### config.mk
export PLATFORM = sky130hd
export DESIGN_NAME = psmao_cfg
export DESIGN_NICKNAME = d
export VERILOG_FILES = /design/src/hw/rtl/per_server_moving_average_overload_macros.svh /design/src/hw/rtl/psmao_pkg.sv /design/src/hw/rtl/psmao_cfg.sv
export SDC_FILE = /design/constraint.sdc
export NUM_CORES = 1
export LEC_CHECK = 0
export BUFFER_PORTS_ARGS = -buffer_cell sky130_fd_sc_hd__buf_4
export CAP_MARGIN = 40
export CORE_MARGIN = 5
export CORE_UTILIZATION = 28
export DETAILED_ROUTE_END_ITERATION = 8
export PLACE_DENSITY_LB_ADDON = 0.12
export SKIP_LAST_GASP = 1
export SLEW_MARGIN = 15
export SYNTH_ARGS = -nofsm -noshare
export SYNTH_HDL_FRONTEND = slang
export SYNTH_SLANG_ARGS = --single-unit
### constraint.sdc
create_clock -name clk -period 1.1 [get_ports clk]
set_input_delay 0.22 -clock clk [delete_from_list [all_inputs] [get_ports clk]]
set_output_delay 0.22 -clock clk [all_outputs]
set_load 0.005 [all_outputs]
### src/hw/rtl/per_server_moving_average_overload_macros.svh
// Assertion helpers used by the top level to check the design.
`ifndef PER_SERVER_MOVING_AVERAGE_OVERLOAD_MACROS_SVH
`define PER_SERVER_MOVING_AVERAGE_OVERLOAD_MACROS_SVH

// The consequent must hold in the same cycle as the antecedent.
`define PSMAO_ASSERT_IMPLIES(lbl, ante, cons, msg) \
	lbl: assert property (@(posedge clk) disable iff (!arst_n) (ante) |-> (cons)) \
		else $error(msg);

// The condition must never be seen at a clock edge outside reset.
`define PSMAO_ASSERT_NEVER(lbl, cond, msg) \
	lbl: assert property (@(posedge clk) disable iff (!arst_n) !(cond)) \
		else $error(msg);

`endif

### src/hw/rtl/psmao_pkg.sv
`timescale 1ns / 1ps
package psmao_pkg;

	// Sizing of the per-server store and the sample window.
	localparam int SERVERS    = 16;
	localparam int WINDOW_MAX = 16;

	// Field widths fixed by the record and result formats.
	localparam int SID_W  = 4;
	localparam int TS_W   = 47;
	localparam int PING_W = 16;
	localparam int WIN_W  = 5;
	localparam int THR_W  = 16;

	localparam logic [WIN_W-1:0] WIN_RESET = 5'd16;
	localparam logic [THR_W-1:0] THR_RESET = 16'd1000;

	// Configuration port.
	localparam int PADDR_W = 3;
	localparam int PDATA_W = 32;

	typedef enum logic {
		REG_WINDOW    = 1'b0,
		REG_THRESHOLD = 1'b1
	} reg_sel_t;

	// Derived widths.
	localparam int SRV_AW     = (SERVERS > 1) ? $clog2(SERVERS) : 1;
	localparam int WIN_AW     = (WINDOW_MAX > 1) ? $clog2(WINDOW_MAX) : 1;
	localparam int HELD_W     = $clog2(WINDOW_MAX + 1);
	localparam int SUM_W      = $clog2(WINDOW_MAX * ((1 << PING_W) - 1) + 1);
	localparam int LIM_W      = THR_W + HELD_W;
	localparam int RING_DEPTH = SERVERS * WINDOW_MAX;
	localparam int RING_AW    = (RING_DEPTH > 1) ? $clog2(RING_DEPTH) : 1;

	// Result queue that decouples the pipeline from the consumer.
	localparam int OQ_DEPTH = 4;
	localparam int OQ_AW    = $clog2(OQ_DEPTH);
	localparam int OQ_CW    = $clog2(OQ_DEPTH + 1);

	// One entry of the per-server state memory.
	typedef struct packed {
		logic [WIN_AW-1:0] head;
		logic [HELD_W-1:0] held;
		logic [SUM_W-1:0]  sum;
		logic              overloaded;
		logic [TS_W-1:0]   start;
	} state_t;

	typedef struct packed {
		logic [SID_W-1:0] server_id;
		logic [TS_W-1:0]  start;
		logic [TS_W-1:0]  recovery;
	} result_t;

	// Pipeline status seen by the top level.
	typedef struct packed {
		logic clearing;
		logic v_s1;
		logic v_s2;
	} core_stat_t;

	function automatic logic srv_in_range(input logic [SID_W-1:0] sid);
		return 32'(sid) < 32'(SERVERS);
	endfunction

	function automatic logic [SRV_AW-1:0] srv_idx(input logic [SID_W-1:0] sid);
		logic [SID_W+SRV_AW-1:0] ext;
		ext = {{SRV_AW{1'b0}}, sid};
		return ext[SRV_AW-1:0];
	endfunction

	function automatic logic [RING_AW-1:0] ring_addr(input logic [SRV_AW-1:0] idx,
		input logic [WIN_AW-1:0] slot);
		return RING_AW'(idx) * RING_AW'(WINDOW_MAX) + RING_AW'(slot);
	endfunction

endpackage

### src/hw/rtl/psmao_cfg.sv
`timescale 1ns / 1ps
module psmao_cfg (
	input  logic                            clk,
	input  logic                            arst_n,
	input  logic                            psel,
	input  logic                            penable,
	input  logic                            pwrite,
	input  logic [psmao_pkg::PADDR_W-1:0]   paddr,
	input  logic [psmao_pkg::PDATA_W-1:0]   pwdata,
	output logic [psmao_pkg::PDATA_W-1:0]   prdata,
	output logic                            pready,
	output logic [psmao_pkg::WIN_W-1:0]     window_length,
	output logic [psmao_pkg::THR_W-1:0]     threshold
);
	import psmao_pkg::*;

	logic [WIN_W-1:0] window_q;
	logic [THR_W-1:0] threshold_q;
	reg_sel_t         sel;
	logic             wr_en;

	// Registers sit on word boundaries, so the word index picks the register.
	assign sel    = reg_sel_t'(paddr[2]);
	assign wr_en  = psel && penable && pwrite;
	assign pready = 1'b1;

	// Register writes.
	always_ff @(posedge clk or negedge arst_n) begin
		if (!arst_n) begin
			window_q    <= WIN_RESET;
			threshold_q <= THR_RESET;
		end else if (wr_en) begin
			unique case (sel)
				REG_WINDOW:    window_q    <= pwdata[WIN_W-1:0];
				REG_THRESHOLD: threshold_q <= pwdata[THR_W-1:0];
				default: ;
			endcase
		end
	end

	// Read-back.
	always_comb begin
		unique case (sel)
			REG_WINDOW:    prdata = PDATA_W'(window_q);
			REG_THRESHOLD: prdata = PDATA_W'(threshold_q);
			default:       prdata = '0;
		endcase
	end

	assign window_length = window_q;
	assign threshold     = threshold_q;

endmodule

**Word-level counts from Yosys, hierarchy flattened**

Index checks and enable logic that the tools add are counted.

- Bitwise operators: 1
- Reduce and logical (&&, ||, !) cells: 4
- Multiplexer cells: 1

Operators with widths:

| cell | number |
|---|---|
| 32-bit case mux with 2 select lines | 1 |
| 2-bit AND reduction | 2 |
| 1-bit logical AND | 2 |
| 1-bit NOT | 1 |

- Register bits after elaboration: 21
- Input port bits: 40
- Output and inout port bits: 54
- Logic and storage cells: 8

**Longest topological paths before layout**

- Word-level depth: 3
- Mapped depth: 4
- Depth with buffers taken out: 2

**Worst setup path after synthesis**

OpenSTA, ideal clock, no wires.

- Kind: input-to-reg
- Start point: input port paddr[2] (netlist bit)
- End point: register threshold_q[10], in the netlist threshold[10]
- Slack: 0.014 ns
- Stages on the path: 4
- Setup time: 0.125 ns
- Path buffers: 2
- Required time: 0.975 ns
- Arrival: 0.961 ns
- Path through: buf_4 > nand4_4 > buf_6 > mux2_4

- Word-level cells in the longest chain between the ends: 1

RTL lines:

| item | line | RTL |
|---|---|---|
| from (decl) | psmao_cfg.sv:8 | `input logic [psmao_pkg::PADDR_W-1:0] paddr,` |
| 2-bit AND reduction (no source line) | - |  |
| to (signal assigned) | psmao_cfg.sv:35 | `REG_THRESHOLD: threshold_q <= pwdata[THR_W-1:0];` |
| to (decl) | psmao_cfg.sv:18 | `logic [THR_W-1:0] threshold_q;` |

Every way passes these cells.
A chain may end at the register's enable or synchronous reset.

**Worst setup path in the final report**

- Start point: register threshold_q[3], in the netlist threshold[3]
- End point: output port prdata[3] (netlist bit)

- Word-level cells in the longest chain between the ends: 1

RTL lines:

| item | line | RTL |
|---|---|---|
| 32-bit case mux with 2 select lines | psmao_cfg.sv:43 | `unique case (sel)` |
| to (decl) | psmao_cfg.sv:10 | `output logic [psmao_pkg::PDATA_W-1:0] prdata,` |

Every way passes these cells. The select of a mux whose other input is x is not followed.

==> results.md <==
* CP startpoint: threshold[3]
* Die ar. at roughly 5400 µm²
* Switching power at between 0.7 and 0.8 mW
* Synth Register Bits at 21
* Initial Util at 28.6%
* Top-area cell type share of the netlist area at a little over 30%
* Leakage at approximately 1.0 nW
* Req. time, crit path at 0.88 ns
* Final Wtd Congestion at approximately 0.74
* Critical setup path kind: reg -> out
* ANT cells at 0
* Worst Reg-to-Reg Cells at 3
* Core Box Area at 3970 µm²
* CTS tree: done
* Commonest cells after routing, fill and taps aside: buf_4, buf_6, conb_1
* Vias in the first global route at 911
* Reg2Reg Setup Slack at 0.10 ns
* Share of power burned in registers at 36.6%
* Yosys cell types at 11
* DP Cell Count at roughly 190
* Setup violations, final at 30
* Overflow after GRT at 0
* First-pass GRT wire length at 4.43 mm
* Int Power at 2.31 mW
* Die W at about 74 µm
* Vias at 879
* Area grow syn2layout at 76.0%
* Initial DRC count at 23
* Clock Pin Slew Worst Setup and Hold Paths at ~0.07 ns
* Num ports at 94
* DRT Pass-1 Iters at 2
* Cells after Synth at 82
* All-Layer GR Usage at 10.4%
* Yosys top cell by area: dfrtp_1
* Root Driver: clkbuf_8
* Worst-Skew Late Latency at about 0.25 ns
* Layout Skew at 0 ns
* Count of final hold-check violations at 0
* Setup WS pre-CTS at -0.0524 ns
* Syn Area/Cell at about 14 µm²
* Slew Limit Fails at 0
* Max-cap viol count at 0
* Post-Syn Area at 1140 µm²
* CTS sink count at 21
* Sw Ratio at approximately a quarter
* Setup TNS at -2.57 ns
* Layout net count at roughly 210
* Synth Warn # at 0
* Crit Path Max Fanout at 3
* Clock buffer count from CTS at 3
* Worst R2R Start: window_length[3]
* Period minus WS final at 1.27 ns
* Drt wl/cell at 13.8 µm
* Commonest non-fill, non-tap cell in the layout: buf_4
* HP Start: pwdata[5]
* Port bufs at 58
* Worst vdd ir at about 0.94 mV
* Hold Path Cell Cnt at 2
* H-tree depth at 1
* Status: finished, violations left
* RSZ-0062 raised after global routing: yes
* Worst setup EP type: output port
* Drt total wl at between 2 and 3 mm
* Initial antenna violation count at 0
* Non-Filler Instances at 217
* Register area share after synthesis at a little under half
* FMAX at 0.787 GHz
* Hold WS at 0.195 ns
* Dpl hpwl at between 2 and 2.5 mm
* Comb pwr share at 47.3%
* Synth area leaders: dfrtp_1, dfstp_2, mux2_2
* Setup WS post-layout at -0.171 ns
* Min-delay worst type: in -> reg
* Hold Crit Endpoint: threshold[5]
* Largest net degree at the start of global routing at 22
* Violated checks: setup timing
* Final ANT Viol Nets at 0
* Tcrit/Tclk final at 116%
* DR vias/cell at 4.05
* Fillers at about 370
* Die Ht at 73.7 µm
* DRC viols at 0
* Startpoint types: flip-flop
* Clk pwr share at around 16%
* PD cells at roughly 1500 nW/µm²
* Critical Path AT at 1.05 ns
* Post-route cell area at roughly 2000 µm²
* Placed cell areas at 1590 µm²
* Maximum clock path buffer count at 2
* Total Power Consumption at 3.08 mW
* Post-layout util at around half
* Share of layout cells above drive strength 1 at 77.2%
* Worst r2r dst: window_length[3]
* Row count at 23
cells in the mapped netlist:
library cell / n
dfstp_2: 7
nand4b_4: 1
buf_6: 1
mux2_2: 16
conb_1: 2
and2_1: 11
nand4_4: 1
mux2_4: 10
dfrtp_1: 14
clkbuf_1: 1
buf_4: 18
critical path, stage by stage, from the launching register on:
cell     delay [ns]
dfstp_2        0.56
mux2_4         0.15
buf_6          0.08
sequential cells by signal, indices dropped and copies added, names as in the netlist:
signal	cells
threshold	16
window_length	5
per-layer routing:
layer	up-vias	GRT usage, %	wire length (µm)
met1	423	12.1	1140
met4	0	0.604	0
met3	0	5.06	334
met5	-	0	0
met2	50	18.0	1510
li1	406	-	-
repair_timing:
item	CTS	global route
hold buffers	1	0
endpoints found under the setup margin	23	36
buffers inserted	17	7
gates resized for setup	11	38
pin swaps	11	0
hold endpoints to repair	14	0
power groups by stage:
stage | Sequential, mW | Combinational [mW] | Clock (mW)
6_report | 1.13 | 1.46 | 0.498
5_1_grt | 1.15 | 1.57 | 0.547
4_1_cts | 1.10 | 1.18 | 0.524
3_5_place_dp | 1.13 | 0.890 | 0
3_3_place_gp | 1.12 | 0.885 | 0
2_1_floorplan | 1.12 | 0.380 | 0
final cells by class:
type / instances / area [µm²] / area share [%]
multi-input combinational: 56 / 542 / 27.1
clock buffer: 4 / 45.0 / 2.25
tap: 50 / 62.6 / 3.13
sequential: 21 / 534 / 26.7
timing repair buffer: 86 / 816 / 40.8
cells by family after synthesis:
group	after synthesis	synth area share (%)
mux	26	29.1
flops	21	47.0
other cells	2	0.661
buf+inv	20	13.2
simple gates	13	10.0
how the worst max path moves through the flow:
| stage | endpoint | slack (ns) | cells after the start |
|---|---|---|---|
| 6_report | prdata[3] | -0.17 | 2 |
| 5_1_grt | prdata[3] | -0.21 | 2 |
| 4_1_cts | prdata[3] | -0.17 | 2 |
| 3_5_place_dp | threshold[10] | -0.05 | 4 |
| 3_3_place_gp | threshold[10] | -0.04 | 4 |
| 2_1_floorplan | threshold[10] | 0.01 | 4 |
No activity file was read; power rests on OpenSTA's default activity.
