File: config.mk
export PLATFORM = sky130hd
export DESIGN_NAME = psmao_outq_flat
export DESIGN_NICKNAME = d
export VERILOG_FILES = /design/src/hw/rtl/per_server_moving_average_overload_macros.svh /design/src/hw/rtl/psmao_pkg.sv /design/src/hw/rtl/psmao_out_if.sv /design/src/hw/rtl/psmao_outq.sv /design/src/flat_wrapper.sv
export SDC_FILE = /design/constraint.sdc
export NUM_CORES = 1
export LEC_CHECK = 0
export ABC_CLOCK_PERIOD_IN_PS = 6600
export BUFFER_PORTS_ARGS = -buffer_cell sky130_fd_sc_hd__buf_2
export CORE_UTILIZATION = 50
export CTS_CLUSTER_DIAMETER = 60
export CTS_CLUSTER_SIZE = 30
export DETAILED_ROUTE_END_ITERATION = 10
export HOLD_SLACK_MARGIN = 0.05
export PLACE_DENSITY = 0.71
export SLEW_MARGIN = 10
export SYNTH_ARGS = -nofsm -noshare
export SYNTH_HDL_FRONTEND = slang
export SYNTH_SLANG_ARGS = --single-unit
File: constraint.sdc
create_clock -name clk -period 6.6 [get_ports clk]
set_clock_uncertainty 0.1 [all_clocks]
set_input_delay 0.33 -clock clk [delete_from_list [all_inputs] [get_ports clk]]
set_output_delay 0.33 -clock clk [all_outputs]
set_load 0.02 [all_outputs]
File: src/hw/rtl/per_server_moving_average_overload_macros.svh
// Assertion helpers used by the top level to check the design.
`ifndef PER_SERVER_MOVING_AVERAGE_OVERLOAD_MACROS_SVH
`define PER_SERVER_MOVING_AVERAGE_OVERLOAD_MACROS_SVH

// The consequent must hold in the same cycle as the antecedent.
`define PSMAO_ASSERT_IMPLIES(lbl, ante, cons, msg) \
	lbl: assert property (@(posedge clk) disable iff (!arst_n) (ante) |-> (cons)) \
		else $error(msg);

// The condition must never be seen at a clock edge outside reset.
`define PSMAO_ASSERT_NEVER(lbl, cond, msg) \
	lbl: assert property (@(posedge clk) disable iff (!arst_n) !(cond)) \
		else $error(msg);

`endif

File: src/hw/rtl/psmao_pkg.sv
`timescale 1ns / 1ps
package psmao_pkg;

	// Sizing of the per-server store and the sample window.
	localparam int SERVERS    = 16;
	localparam int WINDOW_MAX = 16;

	// Field widths fixed by the record and result formats.
	localparam int SID_W  = 4;
	localparam int TS_W   = 47;
	localparam int PING_W = 16;
	localparam int WIN_W  = 5;
	localparam int THR_W  = 16;

	localparam logic [WIN_W-1:0] WIN_RESET = 5'd16;
	localparam logic [THR_W-1:0] THR_RESET = 16'd1000;

	// Configuration port.
	localparam int PADDR_W = 3;
	localparam int PDATA_W = 32;

	typedef enum logic {
		REG_WINDOW    = 1'b0,
		REG_THRESHOLD = 1'b1
	} reg_sel_t;

	// Derived widths.
	localparam int SRV_AW     = (SERVERS > 1) ? $clog2(SERVERS) : 1;
	localparam int WIN_AW     = (WINDOW_MAX > 1) ? $clog2(WINDOW_MAX) : 1;
	localparam int HELD_W     = $clog2(WINDOW_MAX + 1);
	localparam int SUM_W      = $clog2(WINDOW_MAX * ((1 << PING_W) - 1) + 1);
	localparam int LIM_W      = THR_W + HELD_W;
	localparam int RING_DEPTH = SERVERS * WINDOW_MAX;
	localparam int RING_AW    = (RING_DEPTH > 1) ? $clog2(RING_DEPTH) : 1;

	// Result queue that decouples the pipeline from the consumer.
	localparam int OQ_DEPTH = 4;
	localparam int OQ_AW    = $clog2(OQ_DEPTH);
	localparam int OQ_CW    = $clog2(OQ_DEPTH + 1);

	// One entry of the per-server state memory.
	typedef struct packed {
		logic [WIN_AW-1:0] head;
		logic [HELD_W-1:0] held;
		logic [SUM_W-1:0]  sum;
		logic              overloaded;
		logic [TS_W-1:0]   start;
	} state_t;

	typedef struct packed {
		logic [SID_W-1:0] server_id;
		logic [TS_W-1:0]  start;
		logic [TS_W-1:0]  recovery;
	} result_t;

	// Pipeline status seen by the top level.
	typedef struct packed {
		logic clearing;
		logic v_s1;
		logic v_s2;
	} core_stat_t;

	function automatic logic srv_in_range(input logic [SID_W-1:0] sid);
		return 32'(sid) < 32'(SERVERS);
	endfunction

	function automatic logic [SRV_AW-1:0] srv_idx(input logic [SID_W-1:0] sid);
		logic [SID_W+SRV_AW-1:0] ext;
		ext = {{SRV_AW{1'b0}}, sid};
		return ext[SRV_AW-1:0];
	endfunction

	function automatic logic [RING_AW-1:0] ring_addr(input logic [SRV_AW-1:0] idx,
		input logic [WIN_AW-1:0] slot);
		return RING_AW'(idx) * RING_AW'(WINDOW_MAX) + RING_AW'(slot);
	endfunction

endpackage

File: src/hw/rtl/psmao_out_if.sv
`timescale 1ns / 1ps
interface psmao_out_if;
	logic                        valid;
	logic                        ready;
	logic [psmao_pkg::SID_W-1:0] server_id_out;
	logic [psmao_pkg::TS_W-1:0]  overload_start;
	logic [psmao_pkg::TS_W-1:0]  recovery_time;

	modport source (output valid, server_id_out, overload_start, recovery_time, input ready);
	modport sink (input valid, server_id_out, overload_start, recovery_time, output ready);
endinterface

File: src/hw/rtl/psmao_outq.sv
`timescale 1ns / 1ps
module psmao_outq (
	input  logic                       clk,
	input  logic                       arst_n,
	input  logic                       push,
	input  psmao_pkg::result_t         push_data,
	output logic [psmao_pkg::OQ_CW-1:0] count,
	psmao_out_if.source                recoveries
);
	import psmao_pkg::*;

	result_t          entries_q [OQ_DEPTH];
	logic [OQ_AW-1:0] wr_ptr_q;
	logic [OQ_AW-1:0] rd_ptr_q;
	logic [OQ_CW-1:0] count_q;
	logic             pop;

	assign pop = recoveries.valid && recoveries.ready;

	// Pointers and fill level.
	always_ff @(posedge clk or negedge arst_n) begin
		if (!arst_n) begin
			wr_ptr_q <= '0;
			rd_ptr_q <= '0;
			count_q  <= '0;
		end else begin
			if (push) begin
				wr_ptr_q <= wr_ptr_q + 1'b1;
			end
			if (pop) begin
				rd_ptr_q <= rd_ptr_q + 1'b1;
			end
			if (push && !pop) begin
				count_q <= count_q + 1'b1;
			end else if (pop && !push) begin
				count_q <= count_q - 1'b1;
			end
		end
	end

	// Storage.
	always_ff @(posedge clk) begin
		if (push) begin
			entries_q[wr_ptr_q] <= push_data;
		end
	end

	assign count                     = count_q;
	assign recoveries.valid          = count_q != '0;
	assign recoveries.server_id_out  = entries_q[rd_ptr_q].server_id;
	assign recoveries.overload_start = entries_q[rd_ptr_q].start;
	assign recoveries.recovery_time  = entries_q[rd_ptr_q].recovery;

endmodule

File: src/flat_wrapper.sv
// flat-port wrapper written by rule: the top's interface ports become plain ports
module psmao_outq_flat import psmao_pkg::*;
  (clk, arst_n, push, push_data, count, recoveries_valid, recoveries_server_id_out, recoveries_overload_start, recoveries_recovery_time, recoveries_ready);
  psmao_out_if recoveries_i ();
  input  logic clk;
  input  logic arst_n;
  input  logic push;
  input  psmao_pkg::result_t push_data;
  output logic [psmao_pkg::OQ_CW-1:0] count;
  output wire logic [$bits(recoveries_i.valid)-1:0] recoveries_valid;
  output wire logic [$bits(recoveries_i.server_id_out)-1:0] recoveries_server_id_out;
  output wire logic [$bits(recoveries_i.overload_start)-1:0] recoveries_overload_start;
  output wire logic [$bits(recoveries_i.recovery_time)-1:0] recoveries_recovery_time;
  input wire logic [$bits(recoveries_i.ready)-1:0] recoveries_ready;
  assign recoveries_valid = recoveries_i.valid;
  assign recoveries_server_id_out = recoveries_i.server_id_out;
  assign recoveries_overload_start = recoveries_i.overload_start;
  assign recoveries_recovery_time = recoveries_i.recovery_time;
  assign recoveries_i.ready = recoveries_ready;
  psmao_outq u_core (.clk(clk), .arst_n(arst_n), .push(push), .push_data(push_data), .count(count), .recoveries(recoveries_i));
endmodule
# Word-level counts from Yosys, hierarchy flattened
# Memories as Yosys holds them, arrays and structs flattened.
# Index checks and enable logic that the tools add are counted.
# W data, S select, Z words.
[op_classes] addsub=4 n_reduce_logical=7 n_mux=4
[ops] cell="$mux W3" count=2
[ops] cell="$add A2 B1 Y2 const B" count=2
[ops] cell="$add A3 B1 Y3 const B" count=1
[ops] cell="$logic_and A1 B1 Y1" count=3
[ops] cell="$reduce_bool A3 Y1" count=1
[ops] cell="$sub A3 B1 Y3 const B" count=1
[ops] cell="$logic_not A1 Y1" count=2
[ops] cell="$mux W1" count=2
[ops] cell="$reduce_bool A2 Y1" count=1
[totals] reg_bits=7 n_memories=1 mem_bits_rw=392 word_cells=19 output_inout_bits=102 inputBits=102
[mem_list] name="u_core.entries_q" depth=4 width=98 read_ports=1 rd_ports_with_merged_regs=0 write_ports=1 line="psmao_outq.sv:12" source="result_t entries_q [OQ_DEPTH];"

# Depth between registers and ports, before layout
[depth] depth_word=5 mapped_depth=8 depth_no_buf=8

# Worst setup path after synthesis
# Ideal clock, no wire load.
[synth_path] path_type="register to register" from="reg u_core.wr_ptr_q[0]" to="mem u_core.entries_q[0][0] (netlist name) (enable)" setup_time_ns=0.468 setup_slack_ns=3.146 required_time_ns=6.032 path_stages_with_launch=4 arrival_time_ns=2.887 path_buffers=0 cell_sequence="dfrtp_1 > inv_1 > ha_1 > and2_1"
[synth_lines] element="start: declaration" line="psmao_outq.sv:13" source="logic [OQ_AW-1:0] wr_ptr_q;"
[synth_lines] element="start signal: assignment" line="psmao_outq.sv:28" source="wr_ptr_q <= wr_ptr_q + 1'b1;"
[synth_lines] element="end: declaration" line="psmao_outq.sv:12"
# No word-level cell before the write port.

==> results.txt <==
Dpl hpwl -> 15600 um
DR vias -> 6841
Area growth syn-to-layout -> 22.3%
Post_cts resized -> 0
Commonest non-fill, non-tap cell in the layout -> edfxtp_1
Vias per inst -> 5.39
Post-route ant nets -> 0
Total CTS buffers -> 27
Worst-Skew Late Latency -> 530 ps
Worst Tran Pin Value -> 1040 ps
Initial Util -> 50.8%
Avg Inst Size Synth -> 26.8 um2
Vias in the first global route -> 7549
1st-iter DRT viols -> 438
HP Class -> input pin to flip-flop
Seq/Total Area, Yosys -> 81.6%
Final hold violation count -> 0
Row cnt -> 62
Post-Syn Nets -> 653
Cell count after synthesis -> 545
Crit path time final -> 3470 ps
Fin. max-slew vios -> 0
Pwr Total -> 7.69 mW
Final-stage net count -> 973
Maximum clock rate -> 288 MHz
Worst Path Max Fanout -> 36
Status -> complete, no violations
Clock sink count -> 399
Avg WL per Cell -> 21.5 um
Critical path startpoint category -> flip-flop
Maxcap violations -> 0
Setup violations, final -> 0
FF+latch count, synth -> 399
Clk slew on worst S/H paths -> 90 ps
Commonest non-fill, non-tap cells in the layout -> edfxtp_1, buf_2, dlygate4sd3_1
Post-route setup TNS -> 0 ps
Clk buf depth -> 3
Required @ worst endpoint -> 6170 ps
RSZ-0062 raised after global routing -> no
Warnings, synthesis -> 0
Die Height -> 173 um
Largest net degree at the start of global routing -> 67
Initial antenna violation count -> 0
TritonCTS clock tree -> done
I/O pin count -> 204
Number of remaining DRC errors -> 0
Share of layout cells above drive strength 1 -> 40.6%
VDD IR max -> 0.000296 V
Leak Pwr -> 6.13 nW
Pre-Repair DR Iteration Count -> 4
GRT Total Usage -> 18.5%
Core area -> 0.0288 mm2
H-Tree Depth -> 1
Root Buffer -> clkbuf_16
Netlist cell types -> 19
Period utilization -> 52.6%
Worst Path Arrival -> 3040 ps
Antenna cell count -> 0
Die Wd -> 173 um
Hold buffer count at cts -> 103
Gr ovfl total -> 0
First-pass GRT wire length -> 42200 um
GP Congestion -> 0.733
Slew HR -> 30.8%
Pwr Density -> 430 mW/mm2
Setup Fix Bufs, Post-CTS -> 0
Crit. End Element -> output pin
I/O Buffers -> 203
Synthesized area -> 0.0146 mm2
Total wire length -> 27300 um
Die area -> 0.0300 mm2
Crit Path Class -> flip-flop to output pin
-- Yosys cell counts --
master	number	area, um2
mux2_2	1	11.3
fa_1	1	20.0
ha_1	5	62.6
nor2_1	1	3.75
nand3_1	1	5.00
inv_1	3	11.3
edfxtp_1	392	11800
nand2_1	2	7.51
buf_12	10	200
mux4_2	98	2210
o21ai_0	1	5.00
buf_4	1	7.51
and2_1	4	25.0
buf_2	10	50.1
buf_6	1	11.3
dfrtp_1	7	175
xor2_1	3	26.3
xnor2_1	3	26.3
or3_1	1	6.26
-- through the flow --
stage | std cells | worst slack [ps] | hold WS, ps | util, % | cell area [um2]
final | 1270 | 3130 | 424 | 62.2 | 17900
after global routing | 1270 | 2870 | 396 | 62.2 | 17900
after CTS | 1270 | 3020 | 400 | 62.2 | 17900
after detailed placement | 1117 | 3640 | 87.0 | 55.4 | 15900
after global placement | 1117 | 3640 | 85.0 | 55.4 | 15900
after floorplan | 545 | 3150 | -65.6 | - | 14600
-- critical path, cell delays in order (launching register included) --
cell and delay [ps]:
dfrtp_4 890, buf_4 710, mux4_2 630, buf_2 180
-- flip-flops by register name, summed over array words and instances (netlist names) --
signal            flops
u_core.wr_ptr_q       2
u_core.rd_ptr_q       2
u_core.entries_q    392
u_core.count          3
-- cells by family after synthesis --
| logic type | share of synthesized area [%] |
|---|---|
| mux | 15.2 |
| fa+ha+maj | 0.564 |
| xor+xnor | 0.359 |
| simple gates | 0.325 |
| buf+inv | 1.92 |
| flops | 81.6 |
| compound gates | 0.0342 |
-- per-layer routing --
layer	up-vias	GRT usage [%]	share of wire, %
met2	219	34.3	54
met4	0	4.46	1.7
met5	-	0	0
li1	2987	-	-
met3	36	2.62	4.8
met1	3599	22.8	39
-- power by group --
part / internal (mW) / switching [mW] / total, mW / leakage (nW)
Combinational: 1.01 / 1.40 / 2.41 / 2.00
Clock: 0.851 / 0.887 / 1.74 / 0.451
Sequential: 3.32 / 0.229 / 3.55 / 3.68
-- final cells by class --
cell class / instances / area [um2]
clock inverter: 20 / 246
fill: 1950 / 10900
timing repair buffer: 313 / 2100
clock buffer: 30 / 687
sequential: 399 / 12000
multi-input combinational: 121 / 2420
inverter: 3 / 11.3
tap: 384 / 480
-- final timing paths --
path                                    startpoint                           end  slack [ps]  cells past startpoint
worst min register to register  u_core.wr_ptr_q[0]            u_core.wr_ptr_q[0]         440                      1
max in group asynchronous                   arst_n            u_core.rd_ptr_q[0]        4900                      4
worst max-delay path            u_core.rd_ptr_q[0]  recoveries_recovery_time[16]        3130                      3
worst max register to register  u_core.wr_ptr_q[0]       u_core.entries_q[2][96]        4020                      4
min in group asynchronous                   arst_n            u_core.wr_ptr_q[1]         570                      3
worst min-delay path                 push_data[23]       u_core.entries_q[2][23]         420                      2
Power figures use the tool's default switching activity.
